==> src/bbf_pkg.sv <==
package bbf_pkg;

    localparam int LANES      = 8;
    localparam int LANE_BITS  = 64;
    localparam int LANE_IDX_W = 6;
    localparam int BLOCK_W    = LANES * LANE_BITS;
    localparam int HASH_W     = 64;
    localparam int HALF_W     = 32;
    localparam int COUNT_W    = 11;
    localparam int DIV_STEPS  = HALF_W;
    localparam int STEP_W     = 5;
    localparam int CMD_W      = 2;

    localparam logic [COUNT_W-1:0] COUNT_RESET = 11'd1024;

    localparam logic [CMD_W-1:0] CMD_ADD   = 2'd0;
    localparam logic [CMD_W-1:0] CMD_CHECK = 2'd1;
    localparam logic [CMD_W-1:0] CMD_CLEAR = 2'd2;

    typedef struct packed {
        logic item_load;
        logic div_load;
        logic div_step;
        logic rd_en;
        logic set_en;
        logic chk_en;
        logic row_rst;
        logic row_clr;
        logic init_sweep;
        logic out_load;
    } dp_cmd_t;

    typedef struct packed {
        logic             div_last;
        logic             row_last;
        logic             out_free;
        logic [CMD_W-1:0] item_cmd;
    } dp_status_t;

    function automatic logic [BLOCK_W-1:0] lane_mask(input logic [HASH_W-1:0] hash);
        logic [BLOCK_W-1:0]    m;
        logic [LANE_IDX_W-1:0] pos;
        m = '0;
        for (int i = 0; i < LANES; i++) begin
            pos = hash[LANE_IDX_W-1:0]
                + LANE_IDX_W'(LANE_IDX_W'(i) * hash[HALF_W +: LANE_IDX_W]);
            m[i * LANE_BITS + int'(pos)] = 1'b1;
        end
        return m;
    endfunction

endpackage

==> src/bbf_ctrl.sv <==
module bbf_ctrl (
    input  logic                           aclk,
    input  logic                           aresetn,
    input  logic                           s_tvalid,
    input  logic [bbf_pkg::CMD_W-1:0]      s_tuser,
    output logic                           s_tready,
    output bbf_pkg::dp_cmd_t               cmd,
    input  bbf_pkg::dp_status_t            status
);

    typedef enum logic [6:0] {
        ST_INIT   = 7'b0000001,
        ST_IDLE   = 7'b0000010,
        ST_DIV    = 7'b0000100,
        ST_READ   = 7'b0001000,
        ST_MODIFY = 7'b0010000,
        ST_CLEAR  = 7'b0100000,
        ST_DONE   = 7'b1000000
    } state_t;

    state_t state_reg, state_next;

    always_ff @(posedge aclk) begin
        if (!aresetn) begin
            state_reg <= ST_INIT;
        end else begin
            state_reg <= state_next;
        end
    end

    always_comb begin
        state_next = state_reg;
        cmd        = '0;
        s_tready   = 1'b0;
        case (state_reg)
            ST_INIT: begin
                cmd.row_clr    = 1'b1;
                cmd.init_sweep = 1'b1;
                if (status.row_last) begin
                    state_next = ST_IDLE;
                end
            end
            ST_IDLE: begin
                s_tready = 1'b1;
                if (s_tvalid) begin
                    cmd.item_load = 1'b1;
                    if (s_tuser == bbf_pkg::CMD_ADD || s_tuser == bbf_pkg::CMD_CHECK) begin
                        cmd.div_load = 1'b1;
                        state_next   = ST_DIV;
                    end else if (s_tuser == bbf_pkg::CMD_CLEAR) begin
                        cmd.row_rst = 1'b1;
                        state_next  = ST_CLEAR;
                    end else begin
                        state_next = ST_DONE;
                    end
                end
            end
            ST_DIV: begin
                cmd.div_step = 1'b1;
                if (status.div_last) begin
                    state_next = ST_READ;
                end
            end
            ST_READ: begin
                cmd.rd_en  = 1'b1;
                state_next = ST_MODIFY;
            end
            ST_MODIFY: begin
                if (status.item_cmd == bbf_pkg::CMD_ADD) begin
                    cmd.set_en = 1'b1;
                end else begin
                    cmd.chk_en = 1'b1;
                end
                state_next = ST_DONE;
            end
            ST_CLEAR: begin
                cmd.row_clr = 1'b1;
                if (status.row_last) begin
                    state_next = ST_DONE;
                end
            end
            ST_DONE: begin
                if (status.out_free) begin
                    cmd.out_load = 1'b1;
                    state_next   = ST_IDLE;
                end
            end
            default: begin
                state_next = ST_INIT;
            end
        endcase
    end

endmodule

==> config.mk <==
export PLATFORM = sky130hd
export DESIGN_NAME = bbf_ctrl
export DESIGN_NICKNAME = d
export VERILOG_FILES = /design/src/bbf_pkg.sv /design/src/bbf_ctrl.sv
export SDC_FILE = /design/constraint.sdc
export NUM_CORES = 1
export LEC_CHECK = 0
export ABC_CLOCK_PERIOD_IN_PS = 1800
export BUFFER_PORTS_ARGS = -buffer_cell sky130_fd_sc_hd__buf_4
export CAP_MARGIN = 0
export CORE_AREA = 2 2 39 41
export DETAILED_ROUTE_END_ITERATION = 8
export DIE_AREA = 0 0 41 43
export GPL_ROUTABILITY_DRIVEN = 0
export HOLD_SLACK_MARGIN = 0.06
export PLACE_DENSITY = 0.74
export SLEW_MARGIN = 20
export SYNTH_ARGS = -nofsm -noshare
export SYNTH_HDL_FRONTEND = slang
export SYNTH_SLANG_ARGS = --single-unit
==> constraint.sdc <==
create_clock -name aclk -period 1.8 [get_ports aclk]
set_input_delay 0.36 -clock aclk [delete_from_list [all_inputs] [get_ports aclk]]
set_output_delay 0.36 -clock aclk [all_outputs]
set_load 0.05 [all_outputs]
==> results.md, run 1 <==
- Global-route wire length before repair: 2210 um
- H-tree depth: 1
- Initial Util: 40.5%
- Critical path peak fanout: 6
- Sw frac: 45.8%
- Worst skew pair latency: 0.27 ns
- Cell count after synthesis: 71
- Register share of total power: 28.0%
- Global routing usage on met1: 24.1%
- CP max-delay cell: dfxtp_4
- Sequential share of the synthesized area: 25.0%
- Failing checks: setup timing
- Via-per-instance ratio: 5.40
- Commonest non-fill, non-tap cell in the layout: buf_4
- Most frequent cells in the layout: buf_4, nor2_1, dfxtp_4
- Max FFs per register: 7
- Crit. End Element: output port
- Final #Nets: 107
- Fin cells: 112
- Number of global-route vias before repair: 529
- Die H: 43 um
- RSZ-0062 raised after global routing: true
- Critical Path RT: 1.44 ns
- Max-cap violations: 0
- CTS sink count: 7
- Clock tree buffer depth: 2
- Layout cells sized above 1: 50.0%
- IO Port Bufs: 20
- Pleak: 0.381 nW
- P_sw: 358 uW
- Met2 usage: 27.8%
- Startpoint types: flip-flop
- First-pass detailed-route iteration total: 4
- Maximum vdd drop: 568 uV
- Pint: 424 uW
- Grt peak-use layer: met2
- Worst path cell trace: nor2b_1 -> and3_4 -> nand4b_1 -> inv_1 -> buf_6
- # fillers: 113
- Setup-failing EPs final: 1
- Reg clk slew, reported paths: 0.06 ns
- Status: complete, but fails checks
- CTS Buf Count: 3
- Root buffer cell: clkbuf_4
- Post-route cell area: 841 um^2
- Dpl cell area: 744 um^2
- CTS tree: built
- Comb power frac: 51.8%
- Async set or reset register ratio after synthesis: 0%
- DR WL/cell: 13.9 um
- Synth unique cells: 33
- Max Clock Freq: 0.555 GHz
- Worst Skew: 0.00407 ns
- Pins Over Slew Limit: 0
- Clock power share: 20.2%
- Largest net degree at the start of global routing: 8
- YS warnings: 0
- FF+latch area: 161 um^2
- Crit-path max cell delay: 0.38 ns
- Met3 GRT Util: 3.14%
- EDFF count, synth: 0
- Synth-to-Final Area Change: 50.0%
- Tmin final: 1.80 ns
- Final worst-path cycle share: 100%
- Hold_buf cts: 0
- Placed insts: 107
- Mean Syn Cell Area: 7.89 um^2
- IO Count: 21
- Die footprint: 0.00176 mm^2
- Antenna-violating nets left: 0
- Routed via count: 605
- DR iter-0 viols: 22
- Drc violations: 0
- Syn_nets: 81
- Total grt overflow: 0
- Multi-input gate area: 419 um^2
- Worst hold slack: 0.322 ns
- Post-Syn Area: 561 um^2
- GRT Resource Usage Total: 19.0%
- Routed Wire Length: 1550 um
- Setup ws final: -0.00110 ns
- Hold WC Path Type: input pin to flip-flop
- Pwr Density: 929 mW/mm^2
- Yosys reg bits: 7
- Crit path kind: flip-flop to output port
- CP Data Arrival Time: 1.44 ns
- Max-Slew Margin vs Limit: 79.2%
- Fin. Hold Viols: 0
- # diodes: 0
- Area of the core: 0.00138 mm^2
- DPL Wire Length: 1090 um
- Row Count: 14
- Slew @ Worst Pin: 0.310 ns
- Most used DFF post-synth: dfxtp_1
- Die W: 41 um
- Number of antenna violations at the first check in global routing: 0
[path summary, 6_finish.rpt]
| kind | from | to | slack, ns | cells after the start |
|---|---|---|---|---|
| max | state_reg[1]$_SDFFE_PN0P_ | cmd[3] | -0.001 | 5 |
| min | aresetn | state_reg[0]$_SDFFE_PN1P_ | 0.32 | 2 |
| max reg2reg | state_reg[5]$_SDFFE_PN0P_ | state_reg[6]$_SDFFE_PN0P_ | 0.42 | 5 |
| min reg2reg | state_reg[5]$_SDFFE_PN0P_ | state_reg[5]$_SDFFE_PN0P_ | 0.52 | 2 |
[stage by stage]
step                      worst slack, ns  power (mW)   TNS, ns  utilization, %
after floorplan                  -0.00466       0.508  -0.00466               -
after global placement              0.222       0.601         0            53.8
after detailed placement            0.211       0.602         0            53.8
after CTS                         0.00265       0.770         0            57.2
after global routing              -0.0575       0.826    -0.107            60.8
final                            -0.00110       0.781  -0.00110            60.8
[power groups by stage]
stage                     Clock (mW)  Combinational, mW  Sequential [mW]
final                          0.158              0.405            0.219
after global routing           0.168              0.436            0.222
after CTS                      0.156              0.398            0.216
after detailed placement           0              0.390            0.212
after global placement             0              0.389            0.211
after floorplan                    0              0.319            0.189
[critical path: cells and delay by family, from the launching register on]
family,cells,cell delay (ns)
AND/OR/NAND/NOR,3,0.52
flip-flops,1,0.38
buffers and inverters,2,0.27
[cell usage after synthesis (2+ instances only)]
library cell | instances | share of area (%)
nor2_1 | 11 | 7.4
dfxtp_1 | 7 | 25
nor3_1 | 6 | 5.4
nand2_1 | 4 | 2.7
and3_1 | 3 | 3.3
nand3_1 | 3 | 2.7
nor3b_1 | 3 | 4.0
xor2_1 | 3 | 4.7
and2_1 | 2 | 2.2
buf_2 | 2 | 1.8
inv_1 | 2 | 1.3
nand4_1 | 2 | 2.2
nor2b_1 | 2 | 2.2
o21a_1 | 2 | 2.7
[routing by layer]
metal | routed length [um] | part of all wire (%)
met1 | 663 | 43
met2 | 772 | 50
met3 | 54 | 3.5
met4 | 62 | 4.0
met5 | 0 | 0
[cell type report]
type / count / area share (%)
Clock buffer: 4 / 3.13
Inverter: 2 / 0.893
Multi-Input combinational cell: 58 / 49.9
Sequential cell: 7 / 19.2
Tap cell: 16 / 2.38
Timing Repair Buffer: 25 / 24.6
[kinds of logic after synthesis]
group           count (synthesis)  share of synthesized area, %
simple gates                   44                          47.8
compound gates                 11                          16.1
flops                           7                          25.0
buf+inv                         6                          6.47
xor+xnor                        3                          4.69
[timing repair]
item,4_1_cts,5_1_grt
pin swaps,0,3
gates resized for setup,10,13
setup endpoints to repair,5,5
buffers inserted,0,1
No activity file was read; power rests on OpenSTA's default activity.
==> run 2, diff against run 1 <==
--- a/config.mk
+++ b/config.mk
@@ -6,7 +6,7 @@
 export NUM_CORES = 1
 export LEC_CHECK = 0
 export ABC_CLOCK_PERIOD_IN_PS = 1800
-export BUFFER_PORTS_ARGS = -buffer_cell sky130_fd_sc_hd__buf_4
+export BUFFER_PORTS_ARGS = -buffer_cell sky130_fd_sc_hd__clkbuf_2
 export CAP_MARGIN = 0
 export CORE_AREA = 2 2 39 41
 export DETAILED_ROUTE_END_ITERATION = 8
@@ -14,6 +14,7 @@
 export GPL_ROUTABILITY_DRIVEN = 0
 export HOLD_SLACK_MARGIN = 0.06
 export PLACE_DENSITY = 0.74
+export SKIP_LAST_GASP = 1
 export SLEW_MARGIN = 20
 export SYNTH_ARGS = -nofsm -noshare
 export SYNTH_HDL_FRONTEND = slang
==> results.md, run 2 (same netlist as run 1, synthesis figures left out) <==
- Status: finished, final reports clean
- Post-CTS setup buffer count: 0 (unchanged)
- Routed via count: 633 (+4.6%)
- Hold WC Path Type: input pin to flip-flop
- Maximum vdd drop: 479 uV (-16%)
- Grt peak-use layer: met2
- Crit path kind: flip-flop to output port
- Worst skew pair latency: 0.27 ns (about the same)
- R2r setup slk: 0.46 ns (+0.04 ns)
- DR iter-0 viols: 18 (-18%)
- Worst Skew: 0.0183 ns (+0.0142 ns)
- Layout Utilization: 59.1% (-1.6 points)
- Area of the core: 0.00138 mm^2 (unchanged)
- Slew @ Worst Pin: 0.287 ns (-0.0224 ns)
- Critical Path RT: 1.44 ns (about the same)
- Worst Hold Path Cells: 2 (unchanged)
- Worst path cell trace: nor2_4 -> buf_4 -> and4_4 -> and2_4 -> buf_8
- Clock power share: 19.5% (-0.7 points)
- Met2 usage: 31.6% (+3.7 points)
- Comb power frac: 51.4% (-0.4 points)
- Pint: 416 uW (-1.8%)
- Die H: 43 um (unchanged)
- Critical path peak fanout: 7 (+1)
- Tmin final: 1.77 ns (-0.0340 ns)
- Pleak: 0.375 nW (-1.6%)
- DPL Wire Length: 1120 um (+3.1%)
- Final worst-path cycle share: 98.2% (-1.9 points)
- Die W: 41 um (unchanged)
- Worst hold start: aresetn
- Startpoint types: flip-flop
- H-tree depth: 1 (unchanged)
- Crit. End Element: output port
- Number of antenna violations at the first check in global routing: 0 (unchanged)
- IO Count: 21 (unchanged)
- Total grt overflow: 0 (unchanged)
- Reg clk slew, reported paths: 0.06 ns (about the same)
- Placed insts: 108 (+0.93%)
- Largest net degree at the start of global routing: 8 (unchanged)
- CTS sink count: 7 (unchanged)
- CTS Buf Count: 3 (unchanged)
- Drc violations: 0 (unchanged)
- Synth-to-Final Area Change: 46.0%
- Setup TNS: 0 ns (+0.00110 ns)
- Initial Util: 40.5% (unchanged)
- P_sw: 362 uW (+1.2%)
- Clock tree buffer depth: 2 (unchanged)
- Antenna-violating nets left: 0 (unchanged)
- Global routing usage on met1: 22.9% (-1.2 points)
- GRT Resource Usage Total: 20.0% (+1.0 points)
- Register share of total power: 29.0% (+1.0 points)
- R2R Path Start: state_reg[0]$_SDFFE_PN1P_
- Commonest non-fill, non-tap cell in the layout: clkbuf_2
- IO Port Bufs: 20 (unchanged)
- RR Endpoint: state_reg[6]$_SDFFE_PN0P_
- Max FFs per register: 7 (unchanged)
- Pins Over Slew Limit: 0 (unchanged)
- Met3 GRT Util: 5.76% (+2.6 points)
- Most frequent cells in the layout: clkbuf_2, nor2_1, clkbuf_4, buf_4
- Number of global-route vias before repair: 581 (+9.8%)
- Die footprint: 0.00176 mm^2 (unchanged)
- Via-per-instance ratio: 5.65 (+4.6%)
- Setup-failing EPs final: 0 (-1)
- Root buffer cell: clkbuf_4
- RSZ-0062 raised after global routing: true
- First-pass detailed-route iteration total: 4 (unchanged)
- Row Count: 14 (unchanged)
- # diodes: 0 (unchanged)
- Pwr Density: 951 mW/mm^2 (+2.4%)
- CP max-delay cell: dfxtp_2
- CP Data Arrival Time: 1.41 ns (-0.03 ns)
- Max-Slew Margin vs Limit: 80.9% (+1.7 points)
- Sw frac: 46.5% (+0.75 points)
- Hold_buf cts: 0 (unchanged)
- Max-cap violations: 0 (unchanged)
- Fin cells: 112 (unchanged)
- Global-route wire length before repair: 2370 um (+7.5%)
- # fillers: 128 (+13%)
- Routed Wire Length: 1540 um (-0.58%)
- DR WL/cell: 13.8 um (-0.58%)
- Crit-path max cell delay: 0.37 ns (about the same)
- Final #Nets: 107 (unchanged)
- Fin. Hold Viols: 0 (unchanged)
- Layout cells sized above 1: 52.1% (+2.1 points)
- Max Clock Freq: 0.566 GHz (+1.9%)
- Hold Path Sink: state_reg[0]$_SDFFE_PN1P_
- Reg2Reg Depth: 4 (-1)
- CTS tree: built
run 2: changes by cell type in the layout (fill, tap and decap cells not counted), sizes merged:
| cell | delta |
|---|---|
| buf | -13 |
| clkbuf | +13 |
run 2: what timing repair did:
action                                  4_1_cts  5_1_grt
gates resized for setup                      20       18
pin swaps                                     0        2
endpoints found under the setup margin       10       11
hold endpoints to repair                      0        0
run 2: layout make-up:
class	instances	area (um^2)	share of cell area, %
clock buffer	4	26.3	3.21
timing repair buffer	25	178	21.7
tap	16	20.0	2.45
multi-input combinational	58	434	53.1
sequential	7	153	18.7
inverter	2	7.51	0.917
run 2: power by group through the flow:
stage	sequential (mW)	combinational, mW	clock [mW]
6_report	0.226	0.400	0.152
3_3_place_gp	0.210	0.363	0
3_5_place_dp	0.210	0.369	0
5_1_grt	0.228	0.431	0.160
4_1_cts	0.218	0.385	0.154
2_1_floorplan	0.189	0.319	0
run 2: how the worst max path moves through the flow:
stage | startpoint | end | depth (start not counted)
after floorplan | state_reg[6]$_SDFFE_PN0P_ | cmd[5] | 4
after global placement | state_reg[4]$_SDFFE_PN0P_ | cmd[5] | 4
after detailed placement | state_reg[4]$_SDFFE_PN0P_ | cmd[8] | 4
after CTS | state_reg[4]$_SDFFE_PN0P_ | cmd[5] | 4
after global routing | state_reg[6]$_SDFFE_PN0P_ | cmd[3] | 5
final | state_reg[2]$_SDFFE_PN0P_ | cmd[0] | 5
run 2: per-layer routing:
layer / share of wire [%] / wire length (um) / vias to the layer above
li1: - / - / 304
met1: 39 / 607 / 306
met5: 0 / 0 / -
met2: 53 / 814 / 21
met4: 1.2 / 18 / 0
met3: 6.7 / 103 / 2
run 2: critical path: cells and delay by family, from the launching register on:
kind / cells / cell delay (ns)
DFF: 1 / 0.37
buffers and inverters: 2 / 0.27
and+or+nand+nor: 3 / 0.49
run 2: through the flow:
| step | setup WS [ns] | cell area [um^2] | power (mW) | hold slack, ns |
|---|---|---|---|---|
| after floorplan | -0.00466 | 573 | 0.508 | 0.431 |
| after global placement | 0.126 | 702 | 0.573 | 0.550 |
| after detailed placement | 0.107 | 702 | 0.579 | 0.558 |
| after CTS | 0.00373 | 787 | 0.757 | 0.346 |
| after global routing | -0.0212 | 818 | 0.820 | 0.366 |
| final | 0.0329 | 818 | 0.778 | 0.353 |
==> run 3, diff against run 2 <==
--- a/config.mk
+++ b/config.mk
@@ -5,7 +5,7 @@
 export SDC_FILE = /design/constraint.sdc
 export NUM_CORES = 1
 export LEC_CHECK = 0
-export ABC_CLOCK_PERIOD_IN_PS = 1800
+export ABC_CLOCK_PERIOD_IN_PS = 1900
 export BUFFER_PORTS_ARGS = -buffer_cell sky130_fd_sc_hd__clkbuf_2
 export CAP_MARGIN = 0
 export CORE_AREA = 2 2 39 41
==> constraint.sdc (replaced) <==
create_clock -name aclk -period 1.9 [get_ports aclk]
set_input_delay 0.38 -clock aclk [delete_from_list [all_inputs] [get_ports aclk]]
set_output_delay 0.38 -clock aclk [all_outputs]
set_load 0.05 [all_outputs]
==> results.md, run 3 (same netlist as run 1, synthesis figures left out) <==
- Status: finished, final reports clean
- Slew @ Worst Pin: 0.267 ns (-0.0200 ns)
- Fin. Hold Viols: 0 (unchanged)
- Critical path peak fanout: 6 (-1)
- Via-per-instance ratio: 5.65 (unchanged)
- Final worst-path cycle share: 98.7%
- Pins Over Slew Limit: 0 (unchanged)
- CP delay by family, top: simple AND/OR/NAND/NOR gates
- Initial Util: 40.5% (unchanged)
- Number of antenna violations at the first check in global routing: 0 (unchanged)
- CP max-delay cell: dfxtp_2
- Max-cap violations: 0 (unchanged)
- Tot Pwr: 718 uW (-7.8%)
- Buf/Inv on CP: 1 (-1)
- Die footprint: 0.00176 mm^2 (unchanged)
- Maximum vdd drop: 418 uV (-13%)
- R2R Path Start: state_reg[4]$_SDFFE_PN0P_
- Drc violations: 0 (unchanged)
- Commonest non-fill, non-tap cell in the layout: clkbuf_2
- Total grt overflow: 0 (unchanged)
- RR Endpoint: state_reg[0]$_SDFFE_PN1P_
- Multi-input gate area: 419 um^2 (-3.5%)
- Pre-CTS WS: 0.148 ns (+0.0411 ns)
- Hold WC Path Type: input pin to flip-flop
- Critical Path RT: 1.52 ns (+0.08 ns)
- RSZ-0062 raised after global routing: true
- H-tree depth: 1 (unchanged)
- Worst hold start: aresetn
- Row Count: 14 (unchanged)
- Routed via count: 633 (unchanged)
- Cell depth of the worst setup path: 4 (-1)
- Crit-path max cell delay: 0.40 ns (+0.03 ns)
- FF+latch area: 148 um^2 (-3.3%)
- DPL Wire Length: 1110 um (-1.3%)
- CTS Buf Count: 3 (unchanged)
- Worst Skew: 0.00809 ns (-0.0102 ns)
- Setup-failing EPs final: 0 (unchanged)
- Tmin final: 1.88 ns
- Reg clk slew, reported paths: 0.06 ns (about the same)
- Root buffer cell: clkbuf_4
- First-pass detailed-route iteration total: 4 (unchanged)
- Most frequent cells in the layout: clkbuf_2, nor2_1, buf_4
- Number of global-route vias before repair: 537 (-7.6%)
- Worst skew pair latency: 0.26 ns (about the same)
- Worst Hold Path Cells: 2 (unchanged)
- IO Port Bufs: 20 (unchanged)
- Placed insts: 106 (-1.9%)
- Max FFs per register: 7 (unchanged)
- Max-Slew Margin vs Limit: 82.1% (+1.2 points)
- Pwr Density: 892 mW/mm^2 (-6.2%)
- Post-route cell area: 805 um^2 (-1.7%)
- Hold_buf cts: 0 (unchanged)
- Crit. End Element: output port
- CTS tree: built
- Final #Nets: 107 (unchanged)
- Hold Path Sink: state_reg[0]$_SDFFE_PN1P_
- Setup TNS: 0 ns (unchanged)
- Setup ws final: 0.0245 ns (-0.00840 ns)
- Global-route wire length before repair: 2210 um (-6.7%)
- DR iter-0 viols: 7 (-11)
- GRT Resource Usage Total: 19.1% (-0.90 points)
- # diodes: 0 (unchanged)
- Startpoint types: flip-flop
- Pleak: 0.373 nW (-0.73%)
- Max Clock Freq: 0.533 GHz
- Clock tree buffer depth: 2 (unchanged)
- Synth-to-Final Area Change: 43.5%
- CP Data Arrival Time: 1.50 ns (+0.09 ns)
- Crit path kind: flip-flop to output port
- Layout cells sized above 1: 46.9% (-5.2 points)
- # fillers: 120 (-6.3%)
- R2r setup slk: 0.53 ns (+0.07 ns)
- Routed Wire Length: 1650 um (+6.9%)
- Largest net degree at the start of global routing: 12 (+4)
- Fin cells: 112 (unchanged)
- Die H: 43 um (unchanged)
- Die W: 41 um (unchanged)
- DR WL/cell: 14.7 um (+6.9%)
- CTS sink count: 7 (unchanged)
- Area of the core: 0.00138 mm^2 (unchanged)
- Reg2Reg Depth: 5 (+1)
- Dpl cell area: 684 um^2 (-2.5%)
- Antenna-violating nets left: 0 (unchanged)
- IO Count: 21 (unchanged)
- Worst path cell trace: nor2b_1 -> and3_4 -> and3b_4 -> buf_8
run 3: cell count changes in the layout (fill, tap and decap cells not counted), moves of 2 or more:
cell / delta
clkbuf_2: +3
clkbuf_4: -2
buf_2: -2
dfxtp_1: +2
run 3: cell type report:
type / instances / area share (%)
clock buffers: 4 / 3.27
inverters: 2 / 0.933
multi-input cells: 58 / 52.1
flip-flops and latches: 7 / 18.4
well taps: 16 / 2.49
repair buffers: 25 / 22.9
run 3: how the worst max path moves through the flow:
stage                         startpoint  endpoint
2_1_floorplan  state_reg[6]$_SDFFE_PN0P_    cmd[4]
3_3_place_gp   state_reg[4]$_SDFFE_PN0P_    cmd[8]
3_5_place_dp   state_reg[4]$_SDFFE_PN0P_    cmd[8]
4_1_cts        state_reg[0]$_SDFFE_PN1P_    cmd[7]
5_1_grt        state_reg[4]$_SDFFE_PN0P_    cmd[3]
6_report       state_reg[1]$_SDFFE_PN0P_    cmd[8]
run 3: power breakdown:
group	switching [mW]	internal (mW)
Combinational	0.238	0.132
Clock	0.0580	0.0804
Sequential	0.0419	0.168
Total	0.338	0.380
run 3: repair_timing:
item,CTS,global route
setup endpoints to repair,8,9
pin swaps,1,3
setup buffers,0,2
gates resized for setup,10,17
run 3: worst register-to-register path, cell delays in order, from the launching register on:
cell	delay (ns)
dfxtp_4	0.36
buf_12	0.13
xor2_1	0.17
o211a_1	0.22
o21a_1	0.17
o31ai_1	0.23
run 3: metrics by stage:
stage | hold slack (ns) | utilization [%]
final | 0.381 | 58.1
after global routing | 0.378 | 58.1
after CTS | 0.364 | 54.0
after detailed placement | 0.583 | 49.5
after global placement | 0.559 | 49.5
after floorplan | 0.451 | -
run 3: routing by layer:
| layer | vias to the layer above | track usage (%) | wire, um |
|---|---|---|---|
| met1 | 301 | 20.6 | 609 |
| met4 | 0 | 12.7 | 56 |
| met5 | - | 0 | 0 |
| met2 | 22 | 28.4 | 900 |
| li1 | 304 | - | - |
| met3 | 6 | 8.38 | 83 |
